--- src/rtl/sidx_pkg.sv ---
// sidx_pkg: shared constants, register codes and the divider cell payload
// for the spectral index unit; no dependencies
`timescale 1ns / 1ps
`default_nettype none

package sidx_pkg;

  localparam int BAND_BITS  = 16;
  localparam int FRAC_BITS  = 14;
  localparam int NUM_BANDS  = 5;
  localparam int SOIL_W     = 16;
  localparam int MODE_W     = 3;
  localparam int CFG_IDX_W  = 1;
  localparam int CFG_DATA_W = 16;

  localparam int ONE_FX = 1 << FRAC_BITS;

  // width of ONE + soil factor
  localparam int OPL_W = ((FRAC_BITS > SOIL_W) ? FRAC_BITS : SOIL_W) + 1;
  // magnitude widths of numerator and denominator over all modes
  localparam int NUM_W = BAND_BITS + OPL_W + 2;
  localparam int DEN_W = ((BAND_BITS > FRAC_BITS) ? BAND_BITS : FRAC_BITS) + 5;
  localparam int NS    = NUM_W + 1;
  localparam int DS    = DEN_W + 1;

  // quotient bits: one overflow bit, the integer bit and the fraction
  localparam int QBITS = FRAC_BITS + 2;
  localparam int OUT_W = QBITS;
  localparam int DIV_W = DEN_W + QBITS - 1;
  localparam int CMP_W = (NUM_W > DIV_W) ? NUM_W : DIV_W;

  localparam int IN_TD_W  = ((NUM_BANDS * BAND_BITS + 7) / 8) * 8;
  localparam int OUT_TD_W = ((OUT_W + 7) / 8) * 8;

  localparam logic [SOIL_W-1:0] SOIL_RESET = SOIL_W'(8192);
  localparam logic signed [OUT_W-1:0] ONE_S     = OUT_W'(ONE_FX);
  localparam logic signed [OUT_W-1:0] NEG_ONE_S = -OUT_W'(ONE_FX);

  typedef enum logic [MODE_W-1:0] {
    MODE_NDVI = MODE_W'(0),
    MODE_EVI  = MODE_W'(1),
    MODE_SAVI = MODE_W'(2),
    MODE_NDWI = MODE_W'(3),
    MODE_NBR  = MODE_W'(4)
  } mode_t;

  typedef enum logic [CFG_IDX_W-1:0] {
    CFG_INDEX_MODE  = CFG_IDX_W'(0),
    CFG_SOIL_FACTOR = CFG_IDX_W'(1)
  } cfg_reg_t;

  // payload handed from cell to cell
  typedef struct packed {
    logic [CMP_W-1:0] rem;
    logic [CMP_W-1:0] dvs;
    logic [QBITS-1:0] quo;
    logic             neg;
    logic             zero;
  } cell_t;

endpackage

`default_nettype wire

--- src/rtl/spectral_index_unit.sv ---
// spectral_index_unit: top level, configuration registers, front end,
// row of divider cells and output stage; uses sidx_pkg, sidx_form,
// sidx_cell and sidx_out
//
//   channel  | dir | payload                           | transfer when
//   s_axis   | in  | red, nir, blue, green, swir bands | s_axis_tvalid & s_axis_tready
//   m_axis   | out | index_value, zero_denominator    | m_axis_tvalid & m_axis_tready
//   cfg      | in  | cfg_index, cfg_data               | cfg_valid & cfg_ready
//
// one pixel per cycle while the output is not stalled; the pipeline is 2 front
// stages + QBITS divider cells (16) + 1 output register, one quotient bit per cell
// every stage has its own valid and ready, so bubbles close up under a stall
// and new pixels are still taken while the output waits, until all 19 stages are full
// reset clears valid bits and loads index_mode 0, soil_factor 0.5
// cfg_ready is always high
`timescale 1ns / 1ps
`default_nettype none

module spectral_index_unit
  import sidx_pkg::*;
(
  input  wire logic                  clk,
  input  wire logic                  rst,
  input  wire logic                  s_axis_tvalid,
  output logic                       s_axis_tready,
  // red_band, nir_band, blue_band, green_band, swir_band from bit 0 up
  input  wire logic [IN_TD_W-1:0]    s_axis_tdata,
  output logic                       m_axis_tvalid,
  input  wire logic                  m_axis_tready,
  // index_value
  output logic [OUT_TD_W-1:0]        m_axis_tdata,
  // zero_denominator
  output logic [0:0]                 m_axis_tuser,
  input  wire logic                  cfg_valid,
  output logic                       cfg_ready,
  input  wire logic [CFG_IDX_W-1:0]  cfg_index,
  input  wire logic [CFG_DATA_W-1:0] cfg_data
);

  logic [MODE_W-1:0] index_mode;
  logic [SOIL_W-1:0] soil_factor;

  assign cfg_ready = 1'b1;

  always_ff @(posedge clk) begin
    if (rst) begin
      index_mode  <= MODE_NDVI;
      soil_factor <= SOIL_RESET;
    end else if (cfg_valid && cfg_ready) begin
      case (cfg_index)
        CFG_INDEX_MODE:  index_mode  <= cfg_data[MODE_W-1:0];
        CFG_SOIL_FACTOR: soil_factor <= cfg_data[SOIL_W-1:0];
        default: begin
        end
      endcase
    end
  end

  logic  chain_valid [QBITS+1];
  logic  chain_ready [QBITS+1];
  cell_t chain_data  [QBITS+1];

  sidx_form u_form (
    .clk         (clk),
    .rst         (rst),
    .up_valid    (s_axis_tvalid),
    .up_ready    (s_axis_tready),
    .red_band    (s_axis_tdata[0*BAND_BITS +: BAND_BITS]),
    .nir_band    (s_axis_tdata[1*BAND_BITS +: BAND_BITS]),
    .blue_band   (s_axis_tdata[2*BAND_BITS +: BAND_BITS]),
    .green_band  (s_axis_tdata[3*BAND_BITS +: BAND_BITS]),
    .swir_band   (s_axis_tdata[4*BAND_BITS +: BAND_BITS]),
    .index_mode  (index_mode),
    .soil_factor (soil_factor),
    .dn_valid    (chain_valid[0]),
    .dn_ready    (chain_ready[0]),
    .dn_data     (chain_data[0])
  );

  for (genvar i = 0; i < QBITS; i++) begin : g_cell
    sidx_cell u_cell (
      .clk      (clk),
      .rst      (rst),
      .up_valid (chain_valid[i]),
      .up_ready (chain_ready[i]),
      .up_data  (chain_data[i]),
      .dn_valid (chain_valid[i+1]),
      .dn_ready (chain_ready[i+1]),
      .dn_data  (chain_data[i+1])
    );
  end

  logic signed [OUT_W-1:0] index_value;
  logic                    zero_denominator;

  sidx_out u_out (
    .clk      (clk),
    .rst      (rst),
    .up_valid (chain_valid[QBITS]),
    .up_ready (chain_ready[QBITS]),
    .up_data  (chain_data[QBITS]),
    .dn_valid (m_axis_tvalid),
    .dn_ready (m_axis_tready),
    .value    (index_value),
    .zero     (zero_denominator)
  );

  assign m_axis_tdata    = OUT_TD_W'($unsigned(index_value));
  assign m_axis_tuser[0] = zero_denominator;

  // a zero denominator always comes out as zero
  assert property (@(posedge clk) disable iff (rst)
    m_axis_tvalid && zero_denominator |-> index_value == '0)
    else $error("zero denominator with nonzero index value");

  // clipping keeps the result within plus or minus one
  assert property (@(posedge clk) disable iff (rst)
    m_axis_tvalid |-> (index_value <= ONE_S) && (index_value >= NEG_ONE_S))
    else $error("index value beyond plus or minus one");

  // flagged items carry a zero numerator through the whole cell row
  assert property (@(posedge clk) disable iff (rst)
    chain_valid[QBITS] && chain_data[QBITS].zero |-> chain_data[QBITS].quo == '0)
    else $error("flagged item produced a nonzero quotient");

  assert property (@(posedge clk)
    rst |=> !m_axis_tvalid)
    else $error("result valid right after reset");

endmodule

`default_nettype wire

--- src/rtl/sidx_form.sv ---
// sidx_form: forms numerator and denominator of the selected index, then
// their magnitudes and sign for the divider chain; uses sidx_pkg
`timescale 1ns / 1ps
`default_nettype none

module sidx_form
  import sidx_pkg::*;
(
  input  wire logic                 clk,
  input  wire logic                 rst,
  input  wire logic                 up_valid,
  output logic                      up_ready,
  input  wire logic [BAND_BITS-1:0] red_band,
  input  wire logic [BAND_BITS-1:0] nir_band,
  input  wire logic [BAND_BITS-1:0] blue_band,
  input  wire logic [BAND_BITS-1:0] green_band,
  input  wire logic [BAND_BITS-1:0] swir_band,
  input  wire logic [MODE_W-1:0]    index_mode,
  input  wire logic [SOIL_W-1:0]    soil_factor,
  output logic                      dn_valid,
  input  wire logic                 dn_ready,
  output cell_t                     dn_data
);

  localparam logic signed [DS-1:0] TWO_ONE = DS'(2 * ONE_FX);

  logic                   a_valid;
  logic                   a_ready;
  logic                   up_ready_b;
  logic signed [NS-1:0]   num_a;
  logic signed [DS-1:0]   den_a;
  logic                   zero_a;
  logic signed [NS-1:0]   num_next;
  logic signed [DS-1:0]   den_next;
  logic                   zero_next;
  cell_t                  b_next;

  logic signed [DS-1:0]   red_s, nir_s, blue_s, green_s, swir_s, soil_s;
  logic signed [DS-1:0]   diff_nr, sum_nr, diff_gn, sum_gn, diff_ns, sum_ns;
  logic signed [DS-1:0]   evi_num, evi_den, savi_den;
  logic signed [BAND_BITS:0] diff_narrow;
  logic [OPL_W-1:0]       one_plus_l;
  logic signed [BAND_BITS+OPL_W+1:0] savi_prod;
  logic signed [NS-1:0]   num_sel;
  logic signed [DS-1:0]   den_sel;
  logic                   mode_ok;
  logic signed [NS-1:0]   num_neg;
  logic signed [DS-1:0]   den_neg;
  logic [NUM_W-1:0]       num_mag;
  logic [DEN_W-1:0]       den_mag;

  always_comb begin
    red_s   = $signed({{(DS-BAND_BITS){1'b0}}, red_band});
    nir_s   = $signed({{(DS-BAND_BITS){1'b0}}, nir_band});
    blue_s  = $signed({{(DS-BAND_BITS){1'b0}}, blue_band});
    green_s = $signed({{(DS-BAND_BITS){1'b0}}, green_band});
    swir_s  = $signed({{(DS-BAND_BITS){1'b0}}, swir_band});
    soil_s  = $signed({{(DS-SOIL_W){1'b0}}, soil_factor});

    diff_nr = nir_s - red_s;
    sum_nr  = nir_s + red_s;
    diff_gn = green_s - nir_s;
    sum_gn  = green_s + nir_s;
    diff_ns = nir_s - swir_s;
    sum_ns  = nir_s + swir_s;

    // evi with both terms doubled: 5(n-r) / (2n + 12r - 15b + 2)
    evi_num = (diff_nr <<< 2) + diff_nr;
    evi_den = (nir_s <<< 1) + (red_s <<< 3) + (red_s <<< 2)
              - (blue_s <<< 4) + blue_s + TWO_ONE;
    savi_den = sum_nr + soil_s;

    diff_narrow = diff_nr[BAND_BITS:0];
    one_plus_l  = OPL_W'(ONE_FX) + OPL_W'(soil_factor);
    savi_prod   = diff_narrow * $signed({1'b0, one_plus_l});

    mode_ok = 1'b1;
    num_sel = '0;
    den_sel = '0;
    case (index_mode)
      MODE_NDVI: begin
        num_sel = NS'(diff_nr) <<< FRAC_BITS;
        den_sel = sum_nr;
      end
      MODE_EVI: begin
        num_sel = NS'(evi_num) <<< FRAC_BITS;
        den_sel = evi_den;
      end
      MODE_SAVI: begin
        num_sel = NS'(savi_prod);
        den_sel = savi_den;
      end
      MODE_NDWI: begin
        num_sel = NS'(diff_gn) <<< FRAC_BITS;
        den_sel = sum_gn;
      end
      MODE_NBR: begin
        num_sel = NS'(diff_ns) <<< FRAC_BITS;
        den_sel = sum_ns;
      end
      default: begin
        mode_ok = 1'b0;
      end
    endcase

    // zero denominator and unused modes both divide 0 by 1
    zero_next = mode_ok && (den_sel == '0);
    if (!mode_ok || zero_next) begin
      num_next = '0;
      den_next = DS'(1);
    end else begin
      num_next = num_sel;
      den_next = den_sel;
    end
  end

  assign a_ready  = !a_valid || up_ready_b;
  assign up_ready = a_ready;

  always_ff @(posedge clk) begin
    if (rst) begin
      a_valid <= 1'b0;
    end else if (a_ready) begin
      a_valid <= up_valid;
    end
  end

  always_ff @(posedge clk) begin
    if (a_ready && up_valid) begin
      num_a  <= num_next;
      den_a  <= den_next;
      zero_a <= zero_next;
    end
  end

  // second stage: magnitudes, sign, and divisor aligned to the top quotient bit
  always_comb begin
    num_neg = -num_a;
    den_neg = -den_a;
    num_mag = num_a[NS-1] ? num_neg[NUM_W-1:0] : num_a[NUM_W-1:0];
    den_mag = den_a[DS-1] ? den_neg[DEN_W-1:0] : den_a[DEN_W-1:0];
    b_next.rem  = CMP_W'(num_mag);
    b_next.dvs  = CMP_W'(den_mag) << (QBITS - 1);
    b_next.quo  = '0;
    b_next.neg  = num_a[NS-1] ^ den_a[DS-1];
    b_next.zero = zero_a;
  end

  assign up_ready_b = !dn_valid || dn_ready;

  always_ff @(posedge clk) begin
    if (rst) begin
      dn_valid <= 1'b0;
    end else if (up_ready_b) begin
      dn_valid <= a_valid;
    end
  end

  always_ff @(posedge clk) begin
    if (up_ready_b && a_valid) begin
      dn_data <= b_next;
    end
  end

endmodule

`default_nettype wire

--- src/rtl/sidx_cell.sv ---
// sidx_cell: one restoring divide step, yields one quotient bit and hands
// remainder and halved divisor to the next cell; uses sidx_pkg
`timescale 1ns / 1ps
`default_nettype none

module sidx_cell
  import sidx_pkg::*;
(
  input  wire logic  clk,
  input  wire logic  rst,
  input  wire logic  up_valid,
  output logic       up_ready,
  input  wire cell_t up_data,
  output logic       dn_valid,
  input  wire logic  dn_ready,
  output cell_t      dn_data
);

  logic [CMP_W:0] trial;
  logic           take;
  cell_t          step_next;

  always_comb begin
    trial = {1'b0, up_data.rem} - {1'b0, up_data.dvs};
    take  = !trial[CMP_W];
    step_next.rem  = take ? trial[CMP_W-1:0] : up_data.rem;
    step_next.dvs  = up_data.dvs >> 1;
    step_next.quo  = {up_data.quo[QBITS-2:0], take};
    step_next.neg  = up_data.neg;
    step_next.zero = up_data.zero;
  end

  assign up_ready = !dn_valid || dn_ready;

  always_ff @(posedge clk) begin
    if (rst) begin
      dn_valid <= 1'b0;
    end else if (up_ready) begin
      dn_valid <= up_valid;
    end
  end

  always_ff @(posedge clk) begin
    if (up_ready && up_valid) begin
      dn_data <= step_next;
    end
  end

endmodule

`default_nettype wire

--- src/rtl/sidx_out.sv ---
// sidx_out: applies sign and clips the quotient to plus or minus one,
// holds the result register; uses sidx_pkg
`timescale 1ns / 1ps
`default_nettype none

module sidx_out
  import sidx_pkg::*;
(
  input  wire logic              clk,
  input  wire logic              rst,
  input  wire logic              up_valid,
  output logic                   up_ready,
  input  wire cell_t             up_data,
  output logic                   dn_valid,
  input  wire logic              dn_ready,
  output logic signed [OUT_W-1:0] value,
  output logic                   zero
);

  logic                    over;
  logic [QBITS-2:0]        mag;
  logic signed [OUT_W-1:0] mag_s;
  logic signed [OUT_W-1:0] value_next;

  always_comb begin
    // top quotient bit set means the true quotient is at least two
    over  = up_data.quo[QBITS-1] || (up_data.quo[QBITS-2:0] > (QBITS-1)'(ONE_FX));
    mag   = over ? (QBITS-1)'(ONE_FX) : up_data.quo[QBITS-2:0];
    mag_s = $signed({1'b0, mag});
    value_next = up_data.neg ? -mag_s : mag_s;
  end

  assign up_ready = !dn_valid || dn_ready;

  always_ff @(posedge clk) begin
    if (rst) begin
      dn_valid <= 1'b0;
    end else if (up_ready) begin
      dn_valid <= up_valid;
    end
  end

  always_ff @(posedge clk) begin
    if (up_ready && up_valid) begin
      value <= value_next;
      zero  <= up_data.zero;
    end
  end

endmodule

`default_nettype wire

--- config.mk ---
export PLATFORM = sky130hd
export DESIGN_NAME = spectral_index_unit
export DESIGN_NICKNAME = d
export VERILOG_FILES = /design/src/rtl/sidx_pkg.sv /design/src/rtl/spectral_index_unit.sv /design/src/rtl/sidx_form.sv /design/src/rtl/sidx_cell.sv /design/src/rtl/sidx_out.sv
export SDC_FILE = /design/constraint.sdc
export NUM_CORES = 2
export LEC_CHECK = 0
export ABC_AREA = 1
export BUFFER_PORTS_ARGS = -buffer_cell sky130_fd_sc_hd__buf_2
export CAP_MARGIN = 0
export CORE_ASPECT_RATIO = 0.8
export CORE_UTILIZATION = 57
export DETAILED_ROUTE_END_ITERATION = 12
export PLACE_DENSITY = 0.73
export SLEW_MARGIN = 20
export SYNTH_ARGS = -nofsm -noshare
export SYNTH_HDL_FRONTEND = slang
export SYNTH_SLANG_ARGS = --single-unit
export TNS_END_PERCENT = 5
--- constraint.sdc ---
create_clock -name clk -period 14.1 [get_ports clk]
set_clock_uncertainty 0.1 [all_clocks]
set_input_delay 1.41 -clock clk [delete_from_list [all_inputs] [get_ports clk]]
set_output_delay 1.41 -clock clk [all_outputs]
set_load 0.05 [all_outputs]
==> reports/qor.log <==
qor: run_status.status finished clean
qor: worst_setup_path.slowest_delay 0.58 ns
qor: power_and_ir_drop.power 12.46 mW
qor: placement.placed_cells 11370
qor: die.num_rows 124
qor: cells_and_area.multiInputGateArea 41110 um^2
qor: clocking.cts_tree built
qor: power_and_ir_drop.power.static_leakage 39.01 nW
qor: timing.grt_setup_unrepaired false
qor: timing.fin_tns_setup 0 ns
qor: grt.grt-ovfl-total 0
qor: detailed_routing.wl_per_cell 21.45 um
qor: cells_and_area.seqCellArea 35470 um^2
qor: clocking.post_cts_hold_buffer_count 0
qor: synthesis.yosysSeqAreaShare 42.67%
qor: power_and_ir_drop.power_per_cell_area 139.0 nW/um^2
qor: synthesis.postSynth.asyncResetShare 0%
qor: detailed_routing.drt_iter0_markers 6185
qor: timing.postLayoutSetupSlackWorst 4.558 ns
qor: worst_setup_path.timing.critical_path.from_type input port
qor: placement.pre_cts_slack 4.035 ns
qor: grt.track_usage 33.65%
qor: detailed_routing.detailroute.via_count 66570
qor: clocking.tritoncts_num_sinks 1194
qor: detailed_routing.firstDrtPassIters 7
qor: cells_and_area.instances_no_fill 11590
qor: worst_setup_path.cp_common_cell sky130_fd_sc_hd__nand2_1
qor: worst_hold_path.holdCritStartpoint g_cell[0].u_cell.dn_data[58]$_DFFE_PP_
qor: cells_and_area.drive_above_1_share 5.612%
qor: cells_and_area.most_common_cell_after_layout_fill_and_taps_aside sky130_fd_sc_hd__nand2_1
qor: timing.min_period_over_period 67.67%
qor: worst_setup_path.required 14.49 ns
qor: synthesis.number_of_synthesized_flops_with_an_enable_pin 1156
qor: grt.grt_pass1_vias 65240
qor: worst_setup_path.arrival 9.93 ns
qor: detailed_routing.routed_wl 248500 um
qor: clocking.clock_latency 0.79 ns
qor: placement.io_buffers 120
qor: synthesis.netlist_top_cells_area sky130_fd_sc_hd__edfxtp_1, sky130_fd_sc_hd__ha_1, sky130_fd_sc_hd__nand2_1
qor: job.max-cap-violations 0
qor: synthesis.post_synth_inst_count 9466
qor: timing.worst_slew_pin_slew 1.150 ns
qor: power_and_ir_drop.p_seq_share 32.9%
qor: worst_setup_path.setup.worst_path.class input port to flop
qor: detailed_routing.wl_met3 17930 um
qor: die.die-area 147400 um^2
qor: clocking.tritoncts.num_buffers 116
qor: power_and_ir_drop.p_switching 4.941 mW
qor: grt.grt_pass1_wl 379600 um
qor: clocking.clock_path_buffers 3
qor: synthesis.dominantRegCellSynth sky130_fd_sc_hd__edfxtp_1
qor: timing.timing_hold_violations_final 0
qor: cells_and_area.final.fill_count 12080
qor: grt.grt_antenna_before_repair 5
qor: clocking.number_of_h_tree_levels 3
qor: timing.fmaxAchievable 104.8 MHz
qor: worst_hold_path.hold_path.class flop to flop
qor: placement.routabilityCongestion 1.057
qor: synthesis.yosys_register_bits 1194
qor: worst_setup_path.cp-startpoint s_axis_tdata[17]
qor: power_and_ir_drop.power_switching_share 39.66%
qor: clocking.post_cts_buffers 0
qor: synthesis.synth.cell_area 83140 um^2
qor: placement.post-dp-hpwl 199500 um
qor: cells_and_area.design.final.nets 10610
qor: synthesis.synth_top_area_share 41.75%
qor: worst_setup_path.critical-path-slowest-cell sky130_fd_sc_hd__fa_1
qor: synthesis.yosys_warnings 0
qor: synthesis.netlist-cell-type-count 70
qor: clocking.clock_pin_slew_worst_setup_and_hold_paths 0.06 ns
qor: clocking.cts.repair.resized 0
qor: clocking.clock_tree.root_cell sky130_fd_sc_hd__clkbuf_16
qor: detailed_routing.remaining_routing_drc_violations 0
qor: synthesis.syn-num-nets 10480
qor: timing.finalCriticalPeriod 9.542 ns
qor: die.die_w 429.0 um
qor: detailed_routing.dr_wl_met2 113300 um
qor: die.boundaryPins 122
qor: cells_and_area.final_cell_mix sky130_fd_sc_hd__nand2_1, sky130_fd_sc_hd__inv_1, sky130_fd_sc_hd__edfxtp_1
qor: timing.setup_violations 0
qor: worst_setup_path.crit_path_max_fanout 11
qor: synthesis.post_synth_top_area_cell sky130_fd_sc_hd__edfxtp_1
qor: power_and_ir_drop.irDropWorstVdd 0.2552 mV
qor: timing.relSlewSlack 23.20%
qor: cells_and_area.area.growth.synth_to_final 7.770%
qor: worst_setup_path.regToRegStartpoint soil_factor[3]$_SDFFE_PP0P_
qor: detailed_routing.vias_per_cell 5.746
qor: detailed_routing.postRouteAntennaNets 0
qor: detailed_routing.routedLengthMet1 102800 um
qor: power_and_ir_drop.share_clk_of_total_power 25.3%
qor: grt.largest_net_degree_at_the_start_of_global_routing 75
qor: worst_setup_path.critical_path.endpoint_type flop
qor: power_and_ir_drop.power.internal 7.518 mW
qor: synthesis.synthesis.area_per_instance 8.784 um^2
qor: timing.finalMaxSlewViolations 0
qor: detailed_routing.maxUsedRoutingLayer met5
qor: power_and_ir_drop.combPwrFrac 41.7%
qor: die.start_util 57.81%
qor: die.die_h 343.6 um
qor: die.core_region_area 143800 um^2
power by group through the flow:
stage	Combinational [mW]	Sequential [mW]	Clock, mW
CTS	5.12	4.09	3.20
global placement	5.04	4.17	0
floorplan	3.61	4.10	0
detailed placement	5.06	4.17	0
global route	5.82	4.10	3.32
finish	5.20	4.10	3.16
cell type report:
type                    instances  share of cell area [%]
diodes                          2                0.005585
clock buffers                 139                   3.392
clock inverters                77                  0.8937
inverters                    1575                   6.598
multi-input cells            6549                   45.88
flip-flops and latches       1194                   39.59
well taps                    1890                   2.639
repair buffers                160                   1.005
per-layer routing:
metal / global-route usage (%) / vias up
li1: - / 31760
met1: 43.78 / 31520
met2: 54.72 / 2712
met3: 5.235 / 580
met4: 17.64 / 4
met5: 0 / -
cells by family after synthesis:
kind of cell,Yosys count,synth area share [%]
AO/OA/AOI/OAI,1642,10.82
XOR/XNOR,360,3.810
adder cells (fa/ha/maj),912,16.23
buffers and inverters,1723,8.027
flip-flops,1194,42.67
other,1,0.004510
AND/OR/NAND/NOR,3634,18.44
worst max-delay path: cells and delay by family:
family / cells / cell delay [ns]
adder cells (fa/ha/maj): 8 / 4.08
AO/OA/AOI/OAI: 4 / 0.91
AND/OR/NAND/NOR: 18 / 2.45
buffers and inverters: 6 / 1.06
registers in the layout (all words and copies together), names as in the netlist:
register	cells
g_cell.u_cell.dn_data	1023
u_out.zero	1
u_form.zero_a	1
u_form.dn_data	58
u_form.den_a	22
u_form.a_valid	1
u_form.dn_valid	1
soil_factor	16
u_out.value	16
u_form.num_a	35
u_out.dn_valid	1
index_mode	3
g_cell.u_cell.dn_valid	16
per-stage QoR:
step,hold WS [ns],util [%],area [um^2]
after CTS,0.2993,62.29,89590
after floorplan,0.3003,-,83140
after global routing,0.3122,62.30,89600
after global placement,0.3007,59.61,85740
after detailed placement,0.3045,59.62,85750
final,0.3075,62.30,89600
worst paths after layout:
| check | slack [ns] | endpoint | depth (start not counted) |
|---|---|---|---|
| worst min register to register | 0.31 | g_cell[1].u_cell.dn_data[58]$_DFFE_PP_ | 0 |
| worst min-delay path | 0.31 | g_cell[1].u_cell.dn_data[58]$_DFFE_PP_ | 0 |
| worst max-delay path | 4.56 | u_form.num_a[29]$_SDFFCE_PP0P_ | 36 |
| worst max register to register | 6.59 | u_form.num_a[29]$_SDFFCE_PP0P_ | 22 |
synth_stat cells, types with 11 or more instances:
cell and number:
sky130_fd_sc_hd__nand2_1 1870, sky130_fd_sc_hd__inv_1 1554, sky130_fd_sc_hd__edfxtp_1 1156, sky130_fd_sc_hd__nor2_1 903
sky130_fd_sc_hd__a21oi_1 730, sky130_fd_sc_hd__ha_1 635, sky130_fd_sc_hd__o21ai_0 576, sky130_fd_sc_hd__nand3_1 372
sky130_fd_sc_hd__fa_1 277, sky130_fd_sc_hd__xnor2_1 198, sky130_fd_sc_hd__xor2_1 160, sky130_fd_sc_hd__nor3_1 123
sky130_fd_sc_hd__nand4_1 92, sky130_fd_sc_hd__or2_2 84, sky130_fd_sc_hd__a31oi_1 73, sky130_fd_sc_hd__clkbuf_1 70
sky130_fd_sc_hd__nand3b_1 67, sky130_fd_sc_hd__buf_2 49, sky130_fd_sc_hd__nor2_2 42, sky130_fd_sc_hd__a21o_1 38
sky130_fd_sc_hd__dfxtp_1 38, sky130_fd_sc_hd__o21bai_1 37, sky130_fd_sc_hd__nor4_1 36, sky130_fd_sc_hd__o21a_1 28
sky130_fd_sc_hd__o211ai_1 24, sky130_fd_sc_hd__a21boi_0 22, sky130_fd_sc_hd__o31ai_1 20, sky130_fd_sc_hd__a211oi_1 17
sky130_fd_sc_hd__and2_1 17, sky130_fd_sc_hd__o21ai_1 17, sky130_fd_sc_hd__buf_4 11, sky130_fd_sc_hd__clkinv_1 11
Power figures use the tool's default switching activity.
